File: config.mk
export PLATFORM = sky130hd
export DESIGN_NAME = neighbor_site_table
export DESIGN_NICKNAME = d
export VERILOG_FILES = /design/src/rtl/core/nst_pkg.sv /design/src/rtl/core/neighbor_site_table.sv /design/src/rtl/core/nst_ram.sv /design/src/rtl/core/nst_csr.sv
export VERILOG_INCLUDE_DIRS = /design/src /design/src/rtl/core
export SDC_FILE = /design/constraint.sdc
export NUM_CORES = 2
export LEC_CHECK = 0
export BUFFER_PORTS_ARGS = -buffer_cell sky130_fd_sc_hd__buf_2
export CAP_MARGIN = 5
export CELL_PAD_IN_SITES_DETAIL_PLACEMENT = 0
export CELL_PAD_IN_SITES_GLOBAL_PLACEMENT = 1
export CORE_MARGIN = 10
export CORE_UTILIZATION = 50
export DETAILED_ROUTE_END_ITERATION = 10
export PLACE_DENSITY = 0.77
export SETUP_SLACK_MARGIN = 0.4
export SLEW_MARGIN = 30
export SYNTH_ARGS = -nofsm -noshare
export SYNTH_HDL_FRONTEND = slang
export SYNTH_SLANG_ARGS = --single-unit
File: constraint.sdc
create_clock -name clock -period 15.5 [get_ports clock]
set_input_delay 0.775 -clock clock [delete_from_list [all_inputs] [get_ports clock]]
set_output_delay 0.775 -clock clock [all_outputs]
set_load 0.05 [all_outputs]
File: src/rtl/core/assert_macros.svh
// Assertion macros shared by the RTL.
`ifndef ASSERT_MACROS_SVH
`define ASSERT_MACROS_SVH
`ifndef SYNTHESIS
`define ASSERT_CLK(label, clk, rst, prop, msg) \
   label: assert property (@(posedge clk) disable iff (rst) prop) else $error(msg);
`define ASSERT_CLK_NR(label, clk, prop, msg) \
   label: assert property (@(posedge clk) prop) else $error(msg);
`else
`define ASSERT_CLK(label, clk, rst, prop, msg)
`define ASSERT_CLK_NR(label, clk, prop, msg)
`endif
`endif

File: src/rtl/core/nst_pkg.sv
// Package for the neighbor site table: types, constants, codes.
package nst_pkg;
   localparam int DefTableDepth = 16;
   localparam logic [15:0] TtlReset = 16'd1800;

   typedef enum logic [2:0] {
      ACT_REJECT  = 3'd0,
      ACT_SITE    = 3'd1,
      ACT_FREQ    = 3'd2,
      ACT_APPEND  = 3'd3,
      ACT_REPLACE = 3'd4,
      ACT_TICK    = 3'd5
   } action_type;

   typedef enum logic {
      OP_UPDATE = 1'b0,
      OP_TICK   = 1'b1
   } opcode_type;

   typedef enum logic {
      CSR_CC_FREQ = 1'b0,
      CSR_TTL     = 1'b1
   } csr_index_type;

   typedef struct packed {
      logic        opcode;
      logic [31:0] now_seconds;
      logic [31:0] freq_hz;
      logic [11:0] sys_id;
      logic [7:0]  rfss_id;
      logic [7:0]  site_id;
      logic [19:0] wacn_id;
      logic        wacn_present;
      logic [7:0]  area_code;
      logic        area_present;
      logic [3:0]  flag_bits;
      logic        flags_present;
   } req_type;

   typedef struct packed {
      logic [2:0] action;
      logic [3:0] slot;
      logic [4:0] occupancy;
   } rsp_type;

   typedef struct packed {
      logic [31:0] freq;
      logic [11:0] sys;
      logic [7:0]  rfss;
      logic [7:0]  site;
      logic [20:0] wacn;
      logic [8:0]  area;
      logic [4:0]  flags;
      logic [31:0] stamp;
   } entry_type;

   localparam int EntryWidth = $bits(entry_type);

   typedef enum logic [2:0] {
      ST_IDLE,
      ST_SITE,
      ST_FREQ,
      ST_OLD,
      ST_WRITE,
      ST_TICK,
      ST_CLEAR,
      ST_DONE
   } state_type;

   function automatic logic same_site(entry_type e, req_type r);
      logic partial;
      partial = (e.rfss == 8'd0) || (e.site == 8'd0) || (r.rfss_id == 8'd0) ||
                (r.site_id == 8'd0);
      if (partial)
         return (e.sys == r.sys_id) && (e.rfss == r.rfss_id) && (e.site == r.site_id);
      return (e.rfss == r.rfss_id) && (e.site == r.site_id) &&
             ((e.sys == r.sys_id) || (e.sys == 12'd0) || (r.sys_id == 12'd0));
   endfunction

   function automatic entry_type merge(entry_type e, req_type r, logic copy_id);
      entry_type m;
      m = e;
      m.freq = r.freq_hz;
      if (copy_id) begin
         m.sys  = r.sys_id;
         m.rfss = r.rfss_id;
         m.site = r.site_id;
      end
      if (r.wacn_present) m.wacn = {1'b1, r.wacn_id};
      if (r.area_present) m.area = {1'b1, r.area_code};
      if (r.flags_present) m.flags = {1'b1, r.flag_bits};
      m.stamp = r.now_seconds;
      return m;
   endfunction
endpackage

File: src/rtl/core/neighbor_site_table.sv
// Neighbor site table: top level with walk sequencer over the entry RAM.
// An update runs a site walk, a frequency walk and an oldest search as needed;
// a tick runs a compaction walk plus clearing of vacated rows.
// One item at a time; each walk reads one RAM row a cycle.
// Result is held in an output register; next request is accepted meanwhile.
// Synchronous active-high reset clears control and the occupancy count;
// rows past the count are never read, so the RAM needs no clearing pass.
module neighbor_site_table
   import nst_pkg::*;
#(
   parameter int TABLE_DEPTH = DefTableDepth
) (
   input  logic        clock,
   input  logic        reset,
   input  logic        req_valid,
   output logic        req_stall,
   input  req_type     req_data,
   output logic        rsp_valid,
   input  logic        rsp_stall,
   output rsp_type     rsp_data,
   input  logic        csr_valid,
   output logic        csr_ready,
   input  logic [0:0]  csr_index,
   input  logic [31:0] csr_wdata
);
`include "assert_macros.svh"
   localparam int AW = (TABLE_DEPTH > 1) ? $clog2(TABLE_DEPTH) : 1;
   localparam int CW = $clog2(TABLE_DEPTH + 1);

   logic [31:0] cc_freq;
   logic [15:0] ttl;

   nst_csr u_csr (
      .clock, .reset, .csr_valid, .csr_ready, .csr_index, .csr_wdata,
      .cc_freq, .ttl
   );

   state_type   state_ff, state_in;
   req_type     req_ff, req_in;
   logic [CW-1:0] count_ff, count_in;
   logic [CW-1:0] idx_ff, idx_in;     // read index of row presented next cycle
   logic [CW-1:0] wpos_ff, wpos_in;   // compaction write pointer
   logic        rd_pend_ff, rd_pend_in; // RAM output holds row idx_ff-1
   logic [AW-1:0] best_ff, best_in;
   logic [31:0] best_ts_ff, best_ts_in;
   logic [AW-1:0] tgt_ff, tgt_in;
   entry_type   base_ff, base_in;
   logic        copy_ff, copy_in;
   logic        fixsys_ff, fixsys_in;
   action_type  act_ff, act_in;
   logic        rsp_valid_ff, rsp_valid_in;
   rsp_type     rsp_ff, rsp_in;

   logic        wr_en;
   logic [AW-1:0] wr_addr, rd_addr;
   entry_type   wr_data, rd_data;

   nst_ram #(.Width(EntryWidth), .Depth(TABLE_DEPTH)) u_ram (
      .clock, .wr_en, .wr_addr, .wr_data, .rd_addr, .rd_data
   );

   logic has_id, rejected, accept, last_row;
   logic [AW-1:0] cur;
   logic signed [32:0] age;
   logic keep;
   entry_type merged;

   assign has_id   = (req_ff.sys_id != 12'd0) || (req_ff.rfss_id != 8'd0) ||
                     (req_ff.site_id != 8'd0);
   assign rejected = (req_ff.freq_hz == 32'd0) || (req_ff.freq_hz == cc_freq);
   assign accept   = req_valid && !req_stall;
   assign req_stall = (state_ff != ST_IDLE);
   assign cur      = AW'(idx_ff - CW'(1));
   assign last_row = (idx_ff == count_ff);
   assign age      = $signed({1'b0, req_ff.now_seconds}) - $signed({1'b0, rd_data.stamp});
   assign keep     = (rd_data.freq != 32'd0) &&
                     ((rd_data.stamp == 32'd0) || (age <= $signed({17'd0, ttl})));
   assign rd_addr  = AW'(idx_ff);

   always_comb begin
      merged = merge(base_ff, req_ff, copy_ff);
      if (fixsys_ff && (base_ff.sys == 12'd0)) merged.sys = req_ff.sys_id;
   end

   // next state
   always_comb begin
      state_in = state_ff;
      unique case (state_ff)
         ST_IDLE: if (accept) state_in = (req_data.opcode == OP_TICK) ? ST_TICK : ST_SITE;
         ST_SITE: begin
            if (rejected) state_in = ST_DONE;
            else if (!has_id || count_ff == '0) state_in = ST_FREQ;
            else if (rd_pend_ff) begin
               if (same_site(rd_data, req_ff) &&
                   !(req_ff.wacn_present && rd_data.wacn[20] &&
                     rd_data.wacn[19:0] != req_ff.wacn_id)) state_in = ST_WRITE;
               else if (last_row) state_in = ST_FREQ;
            end
         end
         ST_FREQ: begin
            if (count_ff == '0) state_in = ST_WRITE;
            else if (rd_pend_ff) begin
               if (rd_data.freq == req_ff.freq_hz &&
                   !(has_id && (rd_data.sys != '0 || rd_data.rfss != '0 ||
                                rd_data.site != '0))) state_in = ST_WRITE;
               else if (last_row)
                  state_in = (count_ff < CW'(TABLE_DEPTH)) ? ST_WRITE : ST_OLD;
            end
         end
         ST_OLD: if (rd_pend_ff && last_row) state_in = ST_WRITE;
         ST_WRITE: state_in = ST_DONE;
         ST_TICK: if (count_ff == '0 || (rd_pend_ff && last_row)) state_in = ST_CLEAR;
         ST_CLEAR: if (idx_ff >= count_ff) state_in = ST_DONE;
         ST_DONE: if (!rsp_valid_ff || !rsp_stall) state_in = ST_IDLE;
         default: state_in = ST_IDLE;
      endcase
   end

   // datapath and outputs
   always_comb begin
      req_in      = req_ff;
      count_in    = count_ff;
      idx_in      = idx_ff;
      wpos_in     = wpos_ff;
      rd_pend_in  = 1'b0;
      best_in     = best_ff;
      best_ts_in  = best_ts_ff;
      tgt_in      = tgt_ff;
      base_in     = base_ff;
      copy_in     = copy_ff;
      fixsys_in   = fixsys_ff;
      act_in      = act_ff;
      rsp_valid_in = rsp_valid_ff && rsp_stall;
      rsp_in      = rsp_ff;
      wr_en       = 1'b0;
      wr_addr     = tgt_ff;
      wr_data     = merged;
      unique case (state_ff)
         ST_IDLE: begin
            if (accept) begin
               req_in = req_data;
               idx_in = '0;
               wpos_in = '0;
               act_in = ACT_REJECT;
               tgt_in = '0;
            end
         end
         ST_SITE: begin
            if (state_in == ST_SITE) begin
               idx_in = idx_ff + CW'(1);
               rd_pend_in = 1'b1;
            end else if (state_in == ST_WRITE) begin
               tgt_in = cur; base_in = rd_data; copy_in = 1'b0; fixsys_in = 1'b1;
               act_in = ACT_SITE;
            end else if (state_in == ST_FREQ) begin
               idx_in = '0;
            end
         end
         ST_FREQ: begin
            if (state_in == ST_FREQ) begin
               idx_in = idx_ff + CW'(1);
               rd_pend_in = 1'b1;
            end else if (state_in == ST_OLD) begin
               idx_in = '0;
               best_in = '0;
               best_ts_in = '1;
            end else if (rd_pend_ff && rd_data.freq == req_ff.freq_hz &&
                         !(has_id && (rd_data.sys != '0 || rd_data.rfss != '0 ||
                                      rd_data.site != '0))) begin
               tgt_in = cur; base_in = rd_data; copy_in = has_id; fixsys_in = 1'b0;
               act_in = ACT_FREQ;
            end else begin
               tgt_in = AW'(count_ff); base_in = '0; copy_in = 1'b1; fixsys_in = 1'b0;
               act_in = ACT_APPEND;
               count_in = count_ff + CW'(1);
            end
         end
         ST_OLD: begin
            if (!last_row || !rd_pend_ff) begin
               idx_in = idx_ff + CW'(1);
               rd_pend_in = 1'b1;
            end
            if (rd_pend_ff) begin
               if (cur == '0 || rd_data.stamp < best_ts_ff) begin
                  best_in = cur; best_ts_in = rd_data.stamp;
               end
               if (last_row) begin
                  tgt_in = (cur == '0 || rd_data.stamp < best_ts_ff) ? cur : best_ff;
                  base_in = '0; copy_in = 1'b1; fixsys_in = 1'b0;
                  act_in = ACT_REPLACE;
               end
            end
         end
         ST_WRITE: begin
            wr_en = 1'b1;
         end
         ST_TICK: begin
            if (state_in == ST_TICK) begin
               idx_in = idx_ff + CW'(1);
               rd_pend_in = 1'b1;
            end
            if (rd_pend_ff && keep) begin
               wr_en = 1'b1;
               wr_addr = AW'(wpos_ff);
               wr_data = rd_data;
               wpos_in = wpos_ff + CW'(1);
            end
            if (state_in == ST_CLEAR) idx_in = (rd_pend_ff && keep) ? wpos_ff + CW'(1) : wpos_ff;
         end
         ST_CLEAR: begin
            if (idx_ff < count_ff) begin
               wr_en = 1'b1;
               wr_addr = AW'(idx_ff);
               wr_data = '0;
               idx_in = idx_ff + CW'(1);
            end else begin
               count_in = wpos_ff;
               act_in = ACT_TICK;
            end
         end
         ST_DONE: begin
            if (state_in == ST_IDLE) begin
               rsp_valid_in = 1'b1;
               rsp_in = '{action: act_ff, slot: 4'(tgt_ff), occupancy: 5'(count_ff)};
            end
         end
         default: rsp_in = rsp_ff;
      endcase
   end

   always_ff @(posedge clock) begin
      if (reset) begin
         state_ff     <= ST_IDLE;
         count_ff     <= '0;
         rsp_valid_ff <= 1'b0;
         rd_pend_ff   <= 1'b0;
      end else begin
         state_ff     <= state_in;
         count_ff     <= count_in;
         rsp_valid_ff <= rsp_valid_in;
         rd_pend_ff   <= rd_pend_in;
      end
   end

   always_ff @(posedge clock) begin
      req_ff     <= req_in;
      idx_ff     <= idx_in;
      wpos_ff    <= wpos_in;
      best_ff    <= best_in;
      best_ts_ff <= best_ts_in;
      tgt_ff     <= tgt_in;
      base_ff    <= base_in;
      copy_ff    <= copy_in;
      fixsys_ff  <= fixsys_in;
      act_ff     <= act_in;
      rsp_ff     <= rsp_in;
   end

   assign rsp_valid = rsp_valid_ff;
   assign rsp_data  = rsp_ff;

   `ASSERT_CLK(a_count_range, clock, reset, count_ff <= CW'(TABLE_DEPTH), "count over depth")
   `ASSERT_CLK(a_no_accept_busy, clock, reset, (state_ff != ST_IDLE) |-> !accept,
               "accepted while busy")
   `ASSERT_CLK(a_rsp_after_done, clock, reset, $rose(rsp_valid_ff) |-> $past(state_ff == ST_DONE),
               "response outside done")
   `ASSERT_CLK(a_wr_in_range, clock, reset, wr_en |-> (CW'(wr_addr) < CW'(TABLE_DEPTH)),
               "write beyond table")
endmodule

File: src/rtl/core/nst_ram.sv
// Generic single-port-write, registered-read RAM.
module nst_ram #(
   parameter int Width = 8,
   parameter int Depth = 16
) (
   input  logic                     clock,
   input  logic                     wr_en,
   input  logic [$clog2(Depth)-1:0] wr_addr,
   input  logic [Width-1:0]         wr_data,
   input  logic [$clog2(Depth)-1:0] rd_addr,
   output logic [Width-1:0]         rd_data
);
   logic [Width-1:0] mem_ff [Depth];
   logic [Width-1:0] rd_data_ff;

   always_ff @(posedge clock) begin
      if (wr_en) mem_ff[wr_addr] <= wr_data;
      rd_data_ff <= mem_ff[rd_addr];
   end

   assign rd_data = rd_data_ff;
endmodule

File: src/rtl/core/nst_csr.sv
// Configuration registers of the neighbor site table.
module nst_csr
   import nst_pkg::*;
(
   input  logic        clock,
   input  logic        reset,
   input  logic        csr_valid,
   output logic        csr_ready,
   input  logic [0:0]  csr_index,
   input  logic [31:0] csr_wdata,
   output logic [31:0] cc_freq,
   output logic [15:0] ttl
);
   logic [31:0] cc_freq_ff, cc_freq_in;
   logic [15:0] ttl_ff, ttl_in;

   assign csr_ready = 1'b1;

   always_comb begin
      cc_freq_in = cc_freq_ff;
      ttl_in     = ttl_ff;
      if (csr_valid) begin
         unique case (csr_index_type'(csr_index))
            CSR_CC_FREQ: cc_freq_in = csr_wdata;
            CSR_TTL:     ttl_in = csr_wdata[15:0];
            default:     cc_freq_in = cc_freq_ff;
         endcase
      end
   end

   always_ff @(posedge clock) begin
      if (reset) begin
         cc_freq_ff <= '0;
         ttl_ff     <= TtlReset;
      end else begin
         cc_freq_ff <= cc_freq_in;
         ttl_ff     <= ttl_in;
      end
   end

   assign cc_freq = cc_freq_ff;
   assign ttl     = ttl_ff;
endmodule
==> metrics.txt <==
final hold vios 0; Worst Reg-to-Reg Cells 22; worst hold path class input pin to flip-flop; Rows 153; clk slew on worst S/H paths 0.07 ns; synthesized area per cell 20.02 sq um; clock buffer depth 3; RSZ-0062 raised after global routing false; mean routed wirelength per cell 30.00 um; run status complete, no violations; # H-tree levels 4; number of remaining DRC errors 0; Crit. Startpoint u_ram.rd_data[0]; cell with the most instances after synthesis edfxtp_1; DR vias 44370; Setup WS pre-CTS 6.566 ns; Layout Utilization 56.92%; Via-to-Cell Ratio 6.202; crit path capture u_ram.mem_ff[12][58]; Yosys top cell area share 69.72%; CTS tree yes; initial antenna violation count 4; WP data required 15.95 ns; Worst-Skew Late Latency 0.86 ns; sequential cell area fraction in the yosys report 73.62%; Critical Path End Type flip-flop; Cells after Synth 4382; GRT Util Overall 22.10%; # clock sinks 2208; Syn Nets 4639; Pre-Repair DR Iteration Count 6; Rel. slew slack 32.43%; Die W 438.9 um; synthesized flop and latch total 2208; worst setup margin 6.646 ns; Pleak 0.03183 uW; clock root cell clkbuf_16; Setup crit start kind flip-flop; synth unique cells 79; PostCTS Resize Cnt 0; CTS Buf Count 211; Yosys warning count 0; number of max-slew violations in the final report 0; biggest area consumer among synthesized cells edfxtp_1; vias in the first global route 45140; I/O Pins 181; # hold bufs at CTS 0; GPL Wtd Cong 0.8617; critical path arrival 9.31 ns; final setup violation count 0; largest net degree at the start of global routing 156; Routed Antenna Nets 0; CP max FO 43; fin crit share 57.12%; WL final 214600 um; WS Path Type flip-flop to flip-flop; first-pass GRT wire length 313700 um; nets 4901; RR Startpoint u_ram.rd_data[0]; fmax 112.9 MHz; EDFF count, synth 2037; Post-synth top cells edfxtp_1 (2037), mux4_2 (565), nand2_1 (194); Total Power 19270 uW; Max Cap Violations 0; core box area 0.1742 sq mm; post-placement cell area 0.09167 sq mm; Top FF cell, synth edfxtp_1; Synth Cell Area 0.08774 sq mm; flop2flop setup slack 6.65 ns; VDD IR max 167.2 uV; post-route minimum period 8.854 ns; HPWL Detailed 118700 um; post-CTS setup buffer count 0; # fillers 12910; Clock Skews 0.04056 ns; ys async rst share 0%; Port Buffers 165; chip height 438.9 um; aggregate global routing overflow 0; area delta synth->final 13.01%; initial core utilization 50.36%; Worst R2R End u_ram.mem_ff[12][58]; Finished Cell Area 0.09915 sq mm; die area 0.1926 sq mm; largest cells by area after synthesis edfxtp_1 (70%), mux4_2 (15%), dfxtp_1 (3.9%); Tightest Pin Transition 1.013 ns; detailed router's first-iteration violation count 4788; fraction of layout cells with a size suffix above 1 26.52%; PD cells 194.4 mW/mm^2
-- cells in the final DEF, fill, tap and decap left out, types with 61 or more instances in the layout --
cell type | Yosys | layout
dfxtp_1 | 171 | 171
buf_2 | 15 | 165
xnor2_1 | 61 | 61
clkbuf_16 | 0 | 211
nand2_1 | 194 | 194
a22o_1 | 68 | 68
buf_4 | 2 | 63
ha_1 | 90 | 90
edfxtp_1 | 2037 | 2037
xor2_1 | 80 | 80
a21oi_1 | 112 | 110
inv_1 | 103 | 103
mux4_2 | 565 | 565
-- state kept, by name, summed over array words and instances, names as in the netlist --
signal,flops
act_ff,3
base_ff,49
best_ff,4
best_ts_ff,32
copy_ff,1
count_ff,5
fixsys_ff,1
idx_ff,5
merged,64
rd_pend_ff,1
req_ff,49
rsp_data,12
rsp_valid,1
state_ff,3
tgt_ff,4
u_csr.cc_freq,32
u_csr.ttl,16
u_ram.mem_ff,1808
u_ram.rd_data,113
wpos_ff,5
-- metrics by stage --
step / TNS [ns] / hold WS, ns / instances
after floorplan: -1410.93 / 0.4003 / 4382
after global placement: 0 / 0.4090 / 6747
after detailed placement: 0 / 0.4102 / 6751
after CTS: 0 / 0.03297 / 7147
after global routing: 0 / 0.05355 / 7152
final: 0 / 0.09129 / 7154
-- logic make-up after synthesis --
group / share of synthesized area (%)
XOR/XNOR: 1.408
multiplexers: 15.77
buffers and inverters: 1.430
adder cells (fa/ha/maj): 1.306
AO/OA/AOI/OAI: 3.360
other: 0.004274
flip-flops: 73.62
AND/OR/NAND/NOR: 3.097
-- layer usage --
layer / GRT usage, % / up-vias / wire [um]
met5: 0 / - / 41
met4: 7.571 / 6 / 7702
met3: 3.494 / 351 / 14520
met2: 35.94 / 1769 / 105800
met1: 30.61 / 23630 / 86570
li1: - / 18610 / -
-- power by group --
group	total (uW)	switching, uW	internal (uW)
clock	5190	2220	2970
combinational	5600	3200	2400
sequential	8480	512	7970
total	19300	5930	13300
-- area by class of cell --
cell class                 instances  area, sq um  share of cell area (%)
clock inverter                   107         1247                   1.258
inverter                         104        390.4                  0.3937
tap                             2325         2909                   2.934
multi-input combinational       1861        22390                   22.58
sequential                      2208        64590                   65.14
antenna                            2        5.005                0.005048
timing repair buffer             258         1841                   1.856
clock buffer                     289         5783                   5.832
-- how the worst min path moves through the flow --
| stage | from | endpoint | cells past startpoint |
|---|---|---|---|
| after floorplan | act_ff[1] | rsp_data[10] | 0 |
| after global placement | act_ff[1] | rsp_data[10] | 0 |
| after detailed placement | act_ff[1] | rsp_data[10] | 0 |
| after CTS | req_data[20] | req_ff[20] | 1 |
| after global routing | req_data[30] | req_ff[30] | 1 |
| final | req_data[86] | merged[118] | 1 |
-- worst max-delay path, stage by stage (launching register included) --
cell and delay, ns:
dfxtp_1 0.42, ha_1 0.28, fa_1 0.41, nor2b_1 0.19
o2111ai_1 0.23, a21o_1 0.27, a32oi_1 0.44, a21oi_1 0.15
xnor2_1 0.32, ha_1 0.31, a21o_1 0.20, a211o_1 0.29
a2111oi_1 0.69, o211ai_1 0.18, a2111oi_2 0.30, nand4_1 0.19
or4_1 0.57, o21ai_4 0.10, buf_4 0.55, mux2_2 0.52
nor4_2 0.20, buf_4 0.73, buf_4 0.84
Note: power is estimated with default switching activity, not from simulation.
